### src/sbnm_pkg.sv
// Shared constants, codes and control/status types for the serial buffering engine.
`default_nettype none
package sbnm_pkg;

    localparam int RING_DEPTH  = 2048;
    localparam int MAX_READERS = 16;
    localparam int PTR_W       = $clog2(RING_DEPTH);
    localparam int LVL_W       = $clog2(RING_DEPTH + 1);
    localparam int WAIT_W      = $clog2(MAX_READERS + 1);

    localparam logic [PTR_W-1:0]  LAST_PTR   = PTR_W'(RING_DEPTH - 1);
    localparam logic [LVL_W-1:0]  FULL_LVL   = LVL_W'(RING_DEPTH);
    localparam logic [WAIT_W-1:0] WAIT_LIMIT = WAIT_W'(MAX_READERS);

    localparam logic [7:0] CH_CR = 8'h0d;
    localparam logic [7:0] CH_LF = 8'h0a;

    // item commands
    localparam logic [2:0] CMD_RX_BYTE   = 3'd0;
    localparam logic [2:0] CMD_READ      = 3'd1;
    localparam logic [2:0] CMD_WRITE     = 3'd2;
    localparam logic [2:0] CMD_WRITE_RAW = 3'd3;
    localparam logic [2:0] CMD_TX_READY  = 3'd4;

    // result kinds
    localparam logic [1:0] KIND_TX_BYTE  = 2'd0;
    localparam logic [1:0] KIND_RD_BYTE  = 2'd1;
    localparam logic [1:0] KIND_RD_EMPTY = 2'd2;
    localparam logic [1:0] KIND_TX_IDLE  = 2'd3;

    // result byte sources
    localparam logic [2:0] SEL_ZERO  = 3'd0;
    localparam logic [2:0] SEL_RXMAP = 3'd1;
    localparam logic [2:0] SEL_CR    = 3'd2;
    localparam logic [2:0] SEL_DATA  = 3'd3;
    localparam logic [2:0] SEL_RXMEM = 3'd4;
    localparam logic [2:0] SEL_TXMEM = 3'd5;

    // config register indexes
    localparam logic CFG_RX_CR_TO_LF   = 1'b0;
    localparam logic CFG_TX_LF_TO_CRLF = 1'b1;

    typedef struct packed {
        logic [2:0] cmd;
        logic       sending;
        logic       rx_empty;
        logic       rx_full;
        logic       tx_empty;
        logic       tx_full;
        logic       wait_zero;
        logic       wait_max;
        logic       lf_expand;
    } sbnm_status_t;

    typedef struct packed {
        logic       capture;
        logic       rx_push;
        logic       rx_pop;
        logic       wait_inc;
        logic       wait_dec;
        logic       tx_push;
        logic       tx_push_cr;
        logic       tx_pop;
        logic       tx_stop;
        logic       send_start;
        logic       res_set;
        logic [1:0] res_kind;
        logic [2:0] res_sel;
        logic       out_load;
    } sbnm_cmd_t;

endpackage
`default_nettype wire

### src/sbnm_ctrl.sv
// Controller state machine: sequences one item through execute, second write and result.
`default_nettype none
module sbnm_ctrl (
    input  wire logic                  clk,
    input  wire logic                  rst_n,
    input  wire logic                  in_valid,
    output logic                       in_ready,
    input  wire logic                  out_ready,
    output logic                       out_valid,
    input  wire sbnm_pkg::sbnm_status_t st,
    output sbnm_pkg::sbnm_cmd_t        cm
);
    import sbnm_pkg::*;

    localparam logic [1:0] S_IDLE = 2'd0;
    localparam logic [1:0] S_EXEC = 2'd1;
    localparam logic [1:0] S_WR2  = 2'd2;
    localparam logic [1:0] S_EMIT = 2'd3;

    logic [1:0] state_reg, state_next;
    logic       out_valid_reg, out_valid_next;

    always_comb
    begin
        cm         = '0;
        in_ready   = 1'b0;
        state_next = state_reg;
        case (state_reg)
            S_IDLE:
            begin
                in_ready   = 1'b1;
                cm.capture = in_valid;
                if (in_valid)
                    state_next = S_EXEC;
            end
            S_EXEC:
            begin
                state_next = S_IDLE;
                case (st.cmd)
                    CMD_RX_BYTE:
                    begin
                        if (!st.wait_zero)
                        begin
                            cm.wait_dec = 1'b1;
                            cm.res_set  = 1'b1;
                            cm.res_kind = KIND_RD_BYTE;
                            cm.res_sel  = SEL_RXMAP;
                            state_next  = S_EMIT;
                        end
                        else
                            cm.rx_push = !st.rx_full;
                    end
                    CMD_READ:
                    begin
                        cm.res_set = 1'b1;
                        state_next = S_EMIT;
                        if (!st.rx_empty)
                        begin
                            cm.rx_pop   = 1'b1;
                            cm.res_kind = KIND_RD_BYTE;
                            cm.res_sel  = SEL_RXMEM;
                        end
                        else
                        begin
                            cm.wait_inc = !st.wait_max;
                            cm.res_kind = KIND_RD_EMPTY;
                            cm.res_sel  = SEL_ZERO;
                        end
                    end
                    CMD_WRITE, CMD_WRITE_RAW:
                    begin
                        if (st.sending)
                        begin
                            // raw writes skip the LF expansion while sending
                            cm.tx_push = !st.tx_full;
                            if (st.cmd == CMD_WRITE && st.lf_expand)
                            begin
                                cm.tx_push_cr = 1'b1;
                                state_next    = S_WR2;
                            end
                        end
                        else
                        begin
                            cm.send_start = 1'b1;
                            cm.res_set    = 1'b1;
                            cm.res_kind   = KIND_TX_BYTE;
                            state_next    = S_EMIT;
                            if (st.lf_expand)
                            begin
                                cm.res_sel = SEL_CR;
                                cm.tx_push = !st.tx_full;
                            end
                            else
                                cm.res_sel = SEL_DATA;
                        end
                    end
                    CMD_TX_READY:
                    begin
                        cm.res_set = 1'b1;
                        state_next = S_EMIT;
                        if (st.sending && !st.tx_empty)
                        begin
                            cm.tx_pop   = 1'b1;
                            cm.res_kind = KIND_TX_BYTE;
                            cm.res_sel  = SEL_TXMEM;
                        end
                        else
                        begin
                            cm.tx_stop  = 1'b1;
                            cm.res_kind = KIND_TX_IDLE;
                            cm.res_sel  = SEL_ZERO;
                        end
                    end
                    default:
                    begin
                        state_next = S_IDLE;
                    end
                endcase
            end
            S_WR2:
            begin
                cm.tx_push = !st.tx_full;
                state_next = S_IDLE;
            end
            S_EMIT:
            begin
                cm.out_load = !out_valid_reg || out_ready;
                if (cm.out_load)
                    state_next = S_IDLE;
            end
            default:
            begin
                state_next = S_IDLE;
            end
        endcase
    end

    always_comb
    begin
        if (cm.out_load)
            out_valid_next = 1'b1;
        else if (out_ready)
            out_valid_next = 1'b0;
        else
            out_valid_next = out_valid_reg;
    end

    always_ff @(posedge clk or negedge rst_n)
    begin
        if (!rst_n)
        begin
            state_reg     <= S_IDLE;
            out_valid_reg <= 1'b0;
        end
        else
        begin
            state_reg     <= state_next;
            out_valid_reg <= out_valid_next;
        end
    end

    assign out_valid = out_valid_reg;

endmodule
`default_nettype wire

### config.mk
export PLATFORM = sky130hd
export DESIGN_NAME = sbnm_ctrl
export DESIGN_NICKNAME = d
export VERILOG_FILES = /design/src/sbnm_pkg.sv /design/src/sbnm_ctrl.sv
export SDC_FILE = /design/constraint.sdc
export NUM_CORES = 1
export LEC_CHECK = 0
export ABC_AREA = 0
export BUFFER_PORTS_ARGS = -buffer_cell sky130_fd_sc_hd__buf_2
export CORE_AREA = 2 2 39 41
export CTS_CLUSTER_DIAMETER = 80
export DETAILED_ROUTE_END_ITERATION = 12
export DIE_AREA = 0 0 41 43
export GPL_TIMING_DRIVEN = 0
export PLACE_DENSITY_LB_ADDON = 0.25
export SLEW_MARGIN = 10
export SYNTH_ARGS = -nofsm -noshare
export SYNTH_HDL_FRONTEND = slang
export SYNTH_SLANG_ARGS = --single-unit
### constraint.sdc
create_clock -name clk -period 3.1 [get_ports clk]
set_input_delay 0.155 -clock clk [delete_from_list [all_inputs] [get_ports clk]]
set_output_delay 0.155 -clock clk [all_outputs]
set_load 0.005 [all_outputs]
==> flow_metrics.py, run 1 <==
metrics = {
    "status": {
        "outcome": "completed",
    },
    "drt": {
        "wirelength_mm": 1.17,
        "drcViolationCount": 0,
        "met3_wirelength_um": 71,
        "vias": 596,
        "vias_per_cell": 4.81,
        "met2_wirelength_um": 598,
        "average_wire_per_cell_in_the_routed_design_um": 9.42,
        "route.layer.met1.wl_um": 498,
        "firstDrtPassIters": 4,
        "postRouteAntennaNets": 0,
        "highest-signal-layer": "met3",
        "drt-initial-drc-count": 8,
    },
    "hold_path": {
        "min-delay-path-class": "primary input to register",
        "hold_start": "out_ready",
    },
    "sta": {
        "clock-skew-final_ps": 0.304,
        "worst_pin_slew_ps": 311,
        "grt_setup_unrepaired": "false",
        "max-slew-margin-rel_pct": 79.2,
        "final_critical_path_setup_slack_ps": 1260,
        "slew_viol_final": 0,
        "final-hold-violation-count": 0,
        "min_period_ps": 1840,
        "tns_ps": 0,
        "report.final.setup_viol": 0,
        "fin_crit_sh_pct": 59.3,
        "max_clock_freq_ghz": 0.544,
    },
    "yosys": {
        "library_cell_with_the_largest_summed_area_after_synthesis": "dfrtp_1",
        "total_standard_cell_area_after_synthesis_um2": 513,
        "syn_avg_cell_area_um2": 7.12,
        "ys_top_cells_by_area": "dfrtp_1 (15%), ha_1 (9.8%), buf_6 (8.8%), nor2_1 (8.0%), a21oi_1 (5.9%)",
        "syn_nets": 91,
        "post_synth_num_cell_types": 29,
        "synth_ff_type": "dfrtp_1",
        "synth_top_area_share_pct": 14.6,
        "synth_edf_count": 0,
        "ys_ff_latch": 3,
        "asyncSetResetFlopFracSynth_pct": 100,
        "ys_warn_count": 0,
        "ys_seq_area_share_pct": 14.6,
        "count_of_mapped_cells_out_of_synthesis": 72,
    },
    "global_routing": {
        "grt_pass1_wl_mm": 1.91,
        "grt_max_degree": 11,
        "first_global_vias": 520,
        "gr-usage-all-layers_pct": 14.8,
        "number_of_antenna_violations_at_the_first_check_in_global_routing": 0,
        "globalRoute.totalOverflow": 0,
    },
    "die": {
        "dieWidth_um": 41,
        "fp-row-count": 14,
        "chip_height_um": 43,
        "initial_core_utilization_pct": 37.1,
        "ioPinCount": 34,
        "dieArea_um2": 1760,
        "placeableCoreArea_um2": 1380,
    },
    "clock_tree": {
        "clk_latency_ps": 220,
        "cts_resized": 0,
        "tritoncts.num_buffers": 3,
        "clk_transition_reported_paths_ps": 30,
        "cts.sinks": 3,
        "tritoncts": "built",
        "cts_max_level": 1,
        "clockRootBuffer": "clkbuf_4",
        "cts_buffer_depth": 2,
    },
    "setup_path": {
        "origin_of_the_worst_setup_path": "state_reg[1]$_DFFE_PN0P_",
        "largest_driver_fanout_on_the_critical_path": 5,
        "critical-path-max-stage-delay_ps": 390,
        "cp_data_arrival_time_ps": 1680,
        "critical_path.cell_chain": "inv_1 > ha_1 > and2b_1 > nand2_1 > o21bai_1 > and3b_1 > buf_2",
        "path_class": "register to output port",
        "setup.worst_path.end_class": "output port",
        "crit_start_category": "register",
        "crit_path_top_delay_cell": "dfrtp_1",
        "worst_ep_required_time_ps": 2940,
        "r2r-start": "state_reg[0]$_DFFE_PN0P_",
    },
    "power_and_ir_drop": {
        "irDropWorstVdd_mv": 0.168,
        "totalPowerFinal_mw": 0.349,
        "power_density_over_the_cells_nw_per_um2": 481,
        "power_leakage_nw": 0.402,
    },
    "finish": {
        "synthToLayoutAreaGrowth_pct": 41.2,
        "nets": 128,
        "max_reg_flops": 2,
        "share_of_post_route_cells_with_drive_strength_above_1_pct": 38.9,
        "diodes": 0,
    },
    "placed_design": {
        "place_ws_ps": 1510,
        "finalWeightedCongestion": 0.710,
        "io_buffers": 31,
        "detailed_place_hpwl_um": 943,
    },
    "flow_run": {
        "maxCapViolations": 0,
    },
}
-- power by group --
group / total [mW] / switching, mW / internal (mW) / leakage, nW
Sequential: 0.0699 / 0.0135 / 0.0564 / 0.0372
Clock: 0.0656 / 0.0175 / 0.0481 / 0.0150
Combinational: 0.213 / 0.108 / 0.106 / 0.350
Total: 0.349 / 0.139 / 0.210 / 0.402
-- stage by stage --
stage                     util [%]  hold slack (ps)  cell area (um2)  cells
final                         52.4              236              724    124
after global placement        49.7            -49.7              688    119
after global routing          52.4              241              724    124
after detailed placement      49.7            -47.7              688    119
after CTS                     52.4              234              724    124
after floorplan                  -             -141              513     72
-- routing by layer --
layer | vias up | GRT usage (%)
met5 | - | 0
met4 | 0 | 4.00
met3 | 0 | 3.14
met2 | 21 | 24.4
met1 | 261 | 18.6
li1 | 314 | -
-- critical path, delay by kind of cell (launching register included) --
kind            cells  cell delay (ps)
compound gates      1              150
buf+inv             2              200
simple gates        3              460
flops               1              390
fa+ha+maj           1              250
-- cell usage after synthesis, drive strengths merged (3+ instances only) --
| library cell | number |
|---|---|
| a21oi | 6 |
| buf | 5 |
| dfrtp | 3 |
| ha | 4 |
| inv | 6 |
| nand2 | 6 |
| nand2b | 4 |
| nand3 | 3 |
| nor2 | 12 |
| o21ai | 3 |
-- cells in the final DEF, fill, tap and decap left out --
master and count:
dlygate4sd3_1 1, clkbuf_4 3, o31ai_1 1, a2bb2oi_1 1, and2b_1 1, a21oi_1 6
nand3_1 3, nand2_1 6, o21bai_1 1, o21a_1 1, o21ai_0 3, nor2b_4 1
nor2_4 1, dfrtp_1 3, or3_1 2, and3b_1 1, ha_1 4, nand3b_1 1
clkbuf_1 1, nand2b_1 4, nor2_1 11, nor3b_1 2, inv_4 1, and2_1 2
buf_6 4, o22a_1 1, nor3_1 1, buf_4 1, o211ai_1 2, inv_1 5
buf_2 31, and3_1 1, a31oi_1 1
-- logic make-up (layout without fill, tap and decap cells) --
family / count (synthesis) / after routing / share of synthesized area, %
flip-flops: 3 / 3 / 14.6
buffers and inverters: 11 / 47 / 15.1
AO/OA/AOI/OAI: 17 / 17 / 20.7
adder cells (fa/ha/maj): 4 / 4 / 9.76
AND/OR/NAND/NOR: 37 / 37 / 39.8
-- worst paths after layout --
check / endpoint / slack (ps) / depth (start not counted)
min reg2reg: out_valid$_DFFE_PN0P_ / 520 / 2
min: out_valid$_DFFE_PN0P_ / 240 / 3
min in group asynchronous: out_valid$_DFFE_PN0P_ / 260 / 2
max reg2reg: state_reg[0]$_DFFE_PN0P_ / 1650 / 5
max: cm[11] / 1260 / 7
max in group asynchronous: state_reg[1]$_DFFE_PN0P_ / 2740 / 2
-- cell type report --
cell class	count	area, um2
plain buffers	5	52.6
clock buffers	4	26.3
fillers	159	659
inverters	6	25.0
multi-input cells	58	360
flip-flops and latches	3	75.1
well taps	16	20.0
repair buffers	32	165
-- what timing repair did --
action                                 CTS  global route
buffers inserted                         0             0
endpoints found under the hold margin    3             0
hold buffers                             1             0
No activity file was read; power rests on OpenSTA's default activity.
==> run 2: changes to the inputs <==
clock period = 1.85 ns   (was 3.1 ns; I/O delays follow)
==> flow_metrics.py, run 2 (same netlist as run 1, synthesis figures left out) <==
metrics = {
    "status": {
        "outcome": "completed",
    },
    "finish": {
        "layout.core_utilization_pct": 53.3,
        "layout_common_cells": "buf_2 (31), nor2_1 (11), nand2_1 (6), a21oi_1 (6), inv_1 (5)",
        "diodes": 0,
        "final-instance-count-excl-fill": 124,
        "synthToLayoutAreaGrowth_pct": 43.7,
        "share_of_post_route_cells_with_drive_strength_above_1_pct": 39.8,
        "mostFrequentLayoutCell": "buf_2",
        "nets": 128,
        "max_reg_flops": 2,
    },
    "power_and_ir_drop": {
        "power_leakage_nw": 0.403,
        "irDropWorstVdd_mv": 0.281,
        "power_density_over_the_cells_nw_per_um2": 821,
    },
    "global_routing": {
        "number_of_antenna_violations_at_the_first_check_in_global_routing": 0,
        "grt_pass1_wl_mm": 1.91,
        "gr-usage-all-layers_pct": 14.8,
        "globalRoute.totalOverflow": 0,
        "grt_max_degree": 11,
        "first_global_vias": 520,
    },
    "die": {
        "initial_core_utilization_pct": 37.1,
        "chip_height_um": 43,
        "placeableCoreArea_um2": 1380,
        "fp-row-count": 14,
        "dieArea_um2": 1760,
        "ioPinCount": 34,
        "dieWidth_um": 41,
    },
    "setup_path": {
        "cp_data_arrival_time_ps": 1600,
        "largest_driver_fanout_on_the_critical_path": 5,
        "critical_path_cell_count": 7,
        "ff2ff_setup_slack_ps": 370,
        "setup.worst_path.end_class": "output port",
        "critical_path.cell_chain": "inv_1 > ha_4 > and2b_1 > nand2_1 > o21bai_1 > and3b_1 > buf_2",
        "worst_ep_required_time_ps": 1760,
        "path_class": "register to output port",
        "crit_start_category": "register",
        "critical-path-max-stage-delay_ps": 390,
        "worstRegToRegCells": 5,
        "crit_path_top_delay_cell": "dfrtp_1",
        "worst-path-buf-inv": 2,
        "critical-path-top-delay-family": "simple AND/OR/NAND/NOR gates",
    },
    "sta": {
        "clock-skew-final_ps": 0.354,
        "max_clock_freq_ghz": 0.590,
        "grt_setup_unrepaired": "false",
        "max-slew-margin-rel_pct": 79.2,
        "slew_viol_final": 0,
        "tns_ps": 0,
        "hold-worst-slack_ps": 173,
        "fin_crit_sh_pct": 91.6,
        "worst_pin_slew_ps": 310,
        "min_period_ps": 1690,
        "final-hold-violation-count": 0,
        "report.final.setup_viol": 0,
    },
    "clock_tree": {
        "cts_max_level": 1,
        "cts.sinks": 3,
        "cts_buffer_depth": 2,
        "tritoncts": "built",
        "cts_setup_buffers": 0,
        "clockRootBuffer": "clkbuf_4",
        "tritoncts.num_buffers": 3,
        "clk_latency_ps": 230,
        "clk_transition_reported_paths_ps": 30,
    },
    "drt": {
        "firstDrtPassIters": 4,
        "average_wire_per_cell_in_the_routed_design_um": 9.30,
        "drcViolationCount": 0,
        "vias_per_cell": 4.78,
        "wirelength_mm": 1.15,
        "vias": 593,
        "drt-initial-drc-count": 6,
        "postRouteAntennaNets": 0,
    },
    "flow_run": {
        "maxCapViolations": 0,
    },
    "hold_path": {
        "min-delay-path-class": "primary input to register",
        "worst_hold_path.num_cells": 3,
    },
    "placed_design": {
        "finalWeightedCongestion": 0.710,
        "post-place-cells": 119,
        "io_buffers": 31,
        "detailed_place_hpwl_um": 943,
    },
}
run 2: area by class of cell:
class                      instances  area, um2
buffer                             5       52.6
clock buffer                       4       26.3
fill                             159        647
inverter                           6       25.0
multi-input combinational         58        373
sequential                         3       75.1
tap                               16       20.0
timing repair buffer              32        165
run 2: path summary, 6_finish.rpt:
check / start / to
worst min register to register: out_valid$_DFFE_PN0P_ / out_valid$_DFFE_PN0P_
worst max register to register: state_reg[0]$_DFFE_PN0P_ / state_reg[0]$_DFFE_PN0P_
max in group asynchronous: rst_n / state_reg[1]$_DFFE_PN0P_
min in group asynchronous: rst_n / out_valid$_DFFE_PN0P_
worst min-delay path: out_ready / out_valid$_DFFE_PN0P_
worst max-delay path: state_reg[1]$_DFFE_PN0P_ / cm[11]
run 2: repair_timing:
item	4_1_cts	5_1_grt
endpoints found under the setup margin	0	1
hold endpoints to repair	3	0
resized for setup	0	2
hold buffers	1	0
run 2: worst reg2reg max path, delay by kind of cell, from the launching register on:
kind                       cells  cell delay [ps]
AOI/OAI and AO/OA              3              620
DFF                            1              420
adders and majority gates      1              250
buffers and inverters          1               80
run 2: metal layers:
layer | part of all wire [%] | global-route usage [%] | wire length [um] | up-vias
met4 | 0 | 4.00 | 0 | 0
met5 | 0 | 0 | 0 | -
met3 | 6.2 | 3.14 | 71 | 0
met2 | 51 | 24.4 | 589 | 21
met1 | 43 | 18.6 | 492 | 258
li1 | - | - | - | 314
run 2: report_power, final:
group,switching (mW),total (mW),internal [mW],leakage [nW]
Sequential,0.0276,0.122,0.0945,0.0372
Clock,0.0294,0.110,0.0805,0.0150
Combinational,0.182,0.373,0.191,0.351
Total,0.239,0.605,0.366,0.403
run 2: per-stage QoR:
step / total power [mW] / setup WS (ps) / cell area, um2
after floorplan: 0.356 / 531 / 513
after global placement: 0.471 / 315 / 688
after detailed placement: 0.475 / 321 / 688
after CTS: 0.592 / 75.6 / 724
after global routing: 0.683 / 9.06 / 737
final: 0.605 / 156 / 737
==> run 3: changes to the inputs <==
--- a/constraint.sdc
+++ b/constraint.sdc
@@ -3,2 +3,2 @@
 set_output_delay 0.0925 -clock clk [all_outputs]
-set_load 0.005 [all_outputs]
+set_load 0.02 [all_outputs]
==> flow_metrics.py, run 3 (same netlist as run 1, synthesis figures left out) <==
metrics = {
    "setup_path": {
        "cp_data_arrival_time_ps": 1610,
        "worstRegToRegCells": 5,
        "worst_ep_required_time_ps": 1760,
        "r2r-start": "state_reg[0]$_DFFE_PN0P_",
        "origin_of_the_worst_setup_path": "state_reg[1]$_DFFE_PN0P_",
        "crit_start_category": "register",
        "path_class": "register to output port",
        "largest_driver_fanout_on_the_critical_path": 5,
        "setup.worst_path.end_class": "output port",
        "ff2ff_setup_slack_ps": 370,
        "reg2reg_to": "state_reg[0]$_DFFE_PN0P_",
    },
    "power_and_ir_drop": {
        "irDropWorstVdd_mv": 0.330,
        "power_leakage_nw": 0.403,
        "totalPowerFinal_mw": 0.684,
        "power_density_over_the_cells_nw_per_um2": 928,
    },
    "drt": {
        "vias": 593,
        "firstDrtPassIters": 4,
        "postRouteAntennaNets": 0,
        "wirelength_mm": 1.15,
        "vias_per_cell": 4.78,
        "average_wire_per_cell_in_the_routed_design_um": 9.29,
        "drt-initial-drc-count": 6,
        "drcViolationCount": 0,
    },
    "die": {
        "fp-row-count": 14,
        "ioPinCount": 34,
        "dieArea_um2": 1760,
        "placeableCoreArea_um2": 1380,
        "dieWidth_um": 41,
        "initial_core_utilization_pct": 37.1,
        "chip_height_um": 43,
    },
    "placed_design": {
        "io_buffers": 31,
        "post-place-cells": 119,
        "placed_area_um2": 688,
        "detailed_place_hpwl_um": 943,
        "finalWeightedCongestion": 0.710,
    },
    "finish": {
        "diodes": 0,
        "multi_input_comb_area_um2": 373,
        "n_fill_cell": 159,
        "max_reg_flops": 2,
        "nets": 128,
        "share_of_post_route_cells_with_drive_strength_above_1_pct": 40.7,
        "layout_common_cells": "buf_2 (31), nor2_1 (11), nand2_1 (6), a21oi_1 (6)",
        "synthToLayoutAreaGrowth_pct": 43.7,
        "mostFrequentLayoutCell": "buf_2",
        "layout.cell_area.non_filler_um2": 737,
        "final-instance-count-excl-fill": 124,
        "layout.area.seq_um2": 75.1,
    },
    "sta": {
        "grt_setup_unrepaired": "false",
        "final-hold-violation-count": 0,
        "slew_viol_final": 0,
        "fin_crit_sh_pct": 91.9,
        "max_clock_freq_ghz": 0.588,
        "max-slew-margin-rel_pct": 79.2,
        "clock-skew-final_ps": 0.354,
        "worst_pin_slew_ps": 310,
        "min_period_ps": 1700,
        "tns_ps": 0,
        "report.final.setup_viol": 0,
    },
    "clock_tree": {
        "cts_setup_buffers": 0,
        "cts_max_level": 1,
        "clockRootBuffer": "clkbuf_4",
        "tritoncts": "built",
        "clk_transition_reported_paths_ps": 30,
        "tritoncts.num_buffers": 3,
        "clk_latency_ps": 230,
        "cts.sinks": 3,
        "cts_buffer_depth": 2,
    },
    "hold_path": {
        "hold_start": "out_ready",
        "min-delay-path-class": "primary input to register",
        "holdPathEnd": "out_valid$_DFFE_PN0P_",
        "worst_hold_path.num_cells": 3,
    },
    "global_routing": {
        "gr-usage-all-layers_pct": 14.8,
        "grt_max_degree": 11,
        "number_of_antenna_violations_at_the_first_check_in_global_routing": 0,
        "globalRoute.totalOverflow": 0,
        "first_global_vias": 520,
        "grt_pass1_wl_mm": 1.91,
    },
    "status": {
        "outcome": "completed",
    },
    "flow_run": {
        "maxCapViolations": 0,
    },
}
==> run 3: changes by cell type in the layout (fill, tap and decap cells not counted) <==
cell,change
inv_1,-1
inv_2,+1
==> run 3: worst max path at each step <==
stage | to | slack, ps
floorplan | cm[13] | 310
global placement | cm[11] | 260
detailed placement | cm[11] | 270
CTS | cm[11] | 20
global route | cm[11] | 20
finish | cm[11] | 150
==> run 3: layer usage <==
layer | track usage, % | vias up | part of all wire [%]
met1 | 18.6 | 258 | 43
met4 | 4.00 | 0 | 0
met3 | 3.14 | 0 | 6.2
li1 | - | 314 | -
met5 | 0 | - | 0
met2 | 24.4 | 21 | 51
==> run 3: repair_timing <==
action	4_1_cts	5_1_grt
hold buffers	1	0
resized for setup	0	3
endpoints found under the setup margin	0	3
hold endpoints to repair	3	0
==> run 3: cell type report <==
class	instances	area share, %
multi-input cells	58	50.6
repair buffers	32	22.4
flip-flops and latches	3	10.2
plain buffers	5	7.13
clock buffers	4	3.57
inverters	6	3.40
well taps	16	2.72
==> run 3: through the flow <==
stage / hold WS [ps] / utilization, % / setup slack, ps
2_1_floorplan: -203 / - / 311
3_3_place_gp: -112 / 49.7 / 264
3_5_place_dp: -110 / 49.7 / 269
4_1_cts: 172 / 52.4 / 24.2
5_1_grt: 178 / 53.3 / 15.6
6_report: 173 / 53.3 / 150
==> run 3: power by group <==
group | total, mW | internal [mW] | switching, mW
Sequential | 0.123 | 0.0944 | 0.0289
Clock | 0.110 | 0.0805 | 0.0294
Combinational | 0.450 | 0.193 | 0.257
==> run 3: worst max-delay path: stages, from the launching register on <==
cell and delay, ps:
dfrtp_1 400, inv_2 100, ha_4 150, and2b_1 160, nand2_1 110, o21bai_1 150
and3b_1 160, buf_2 150
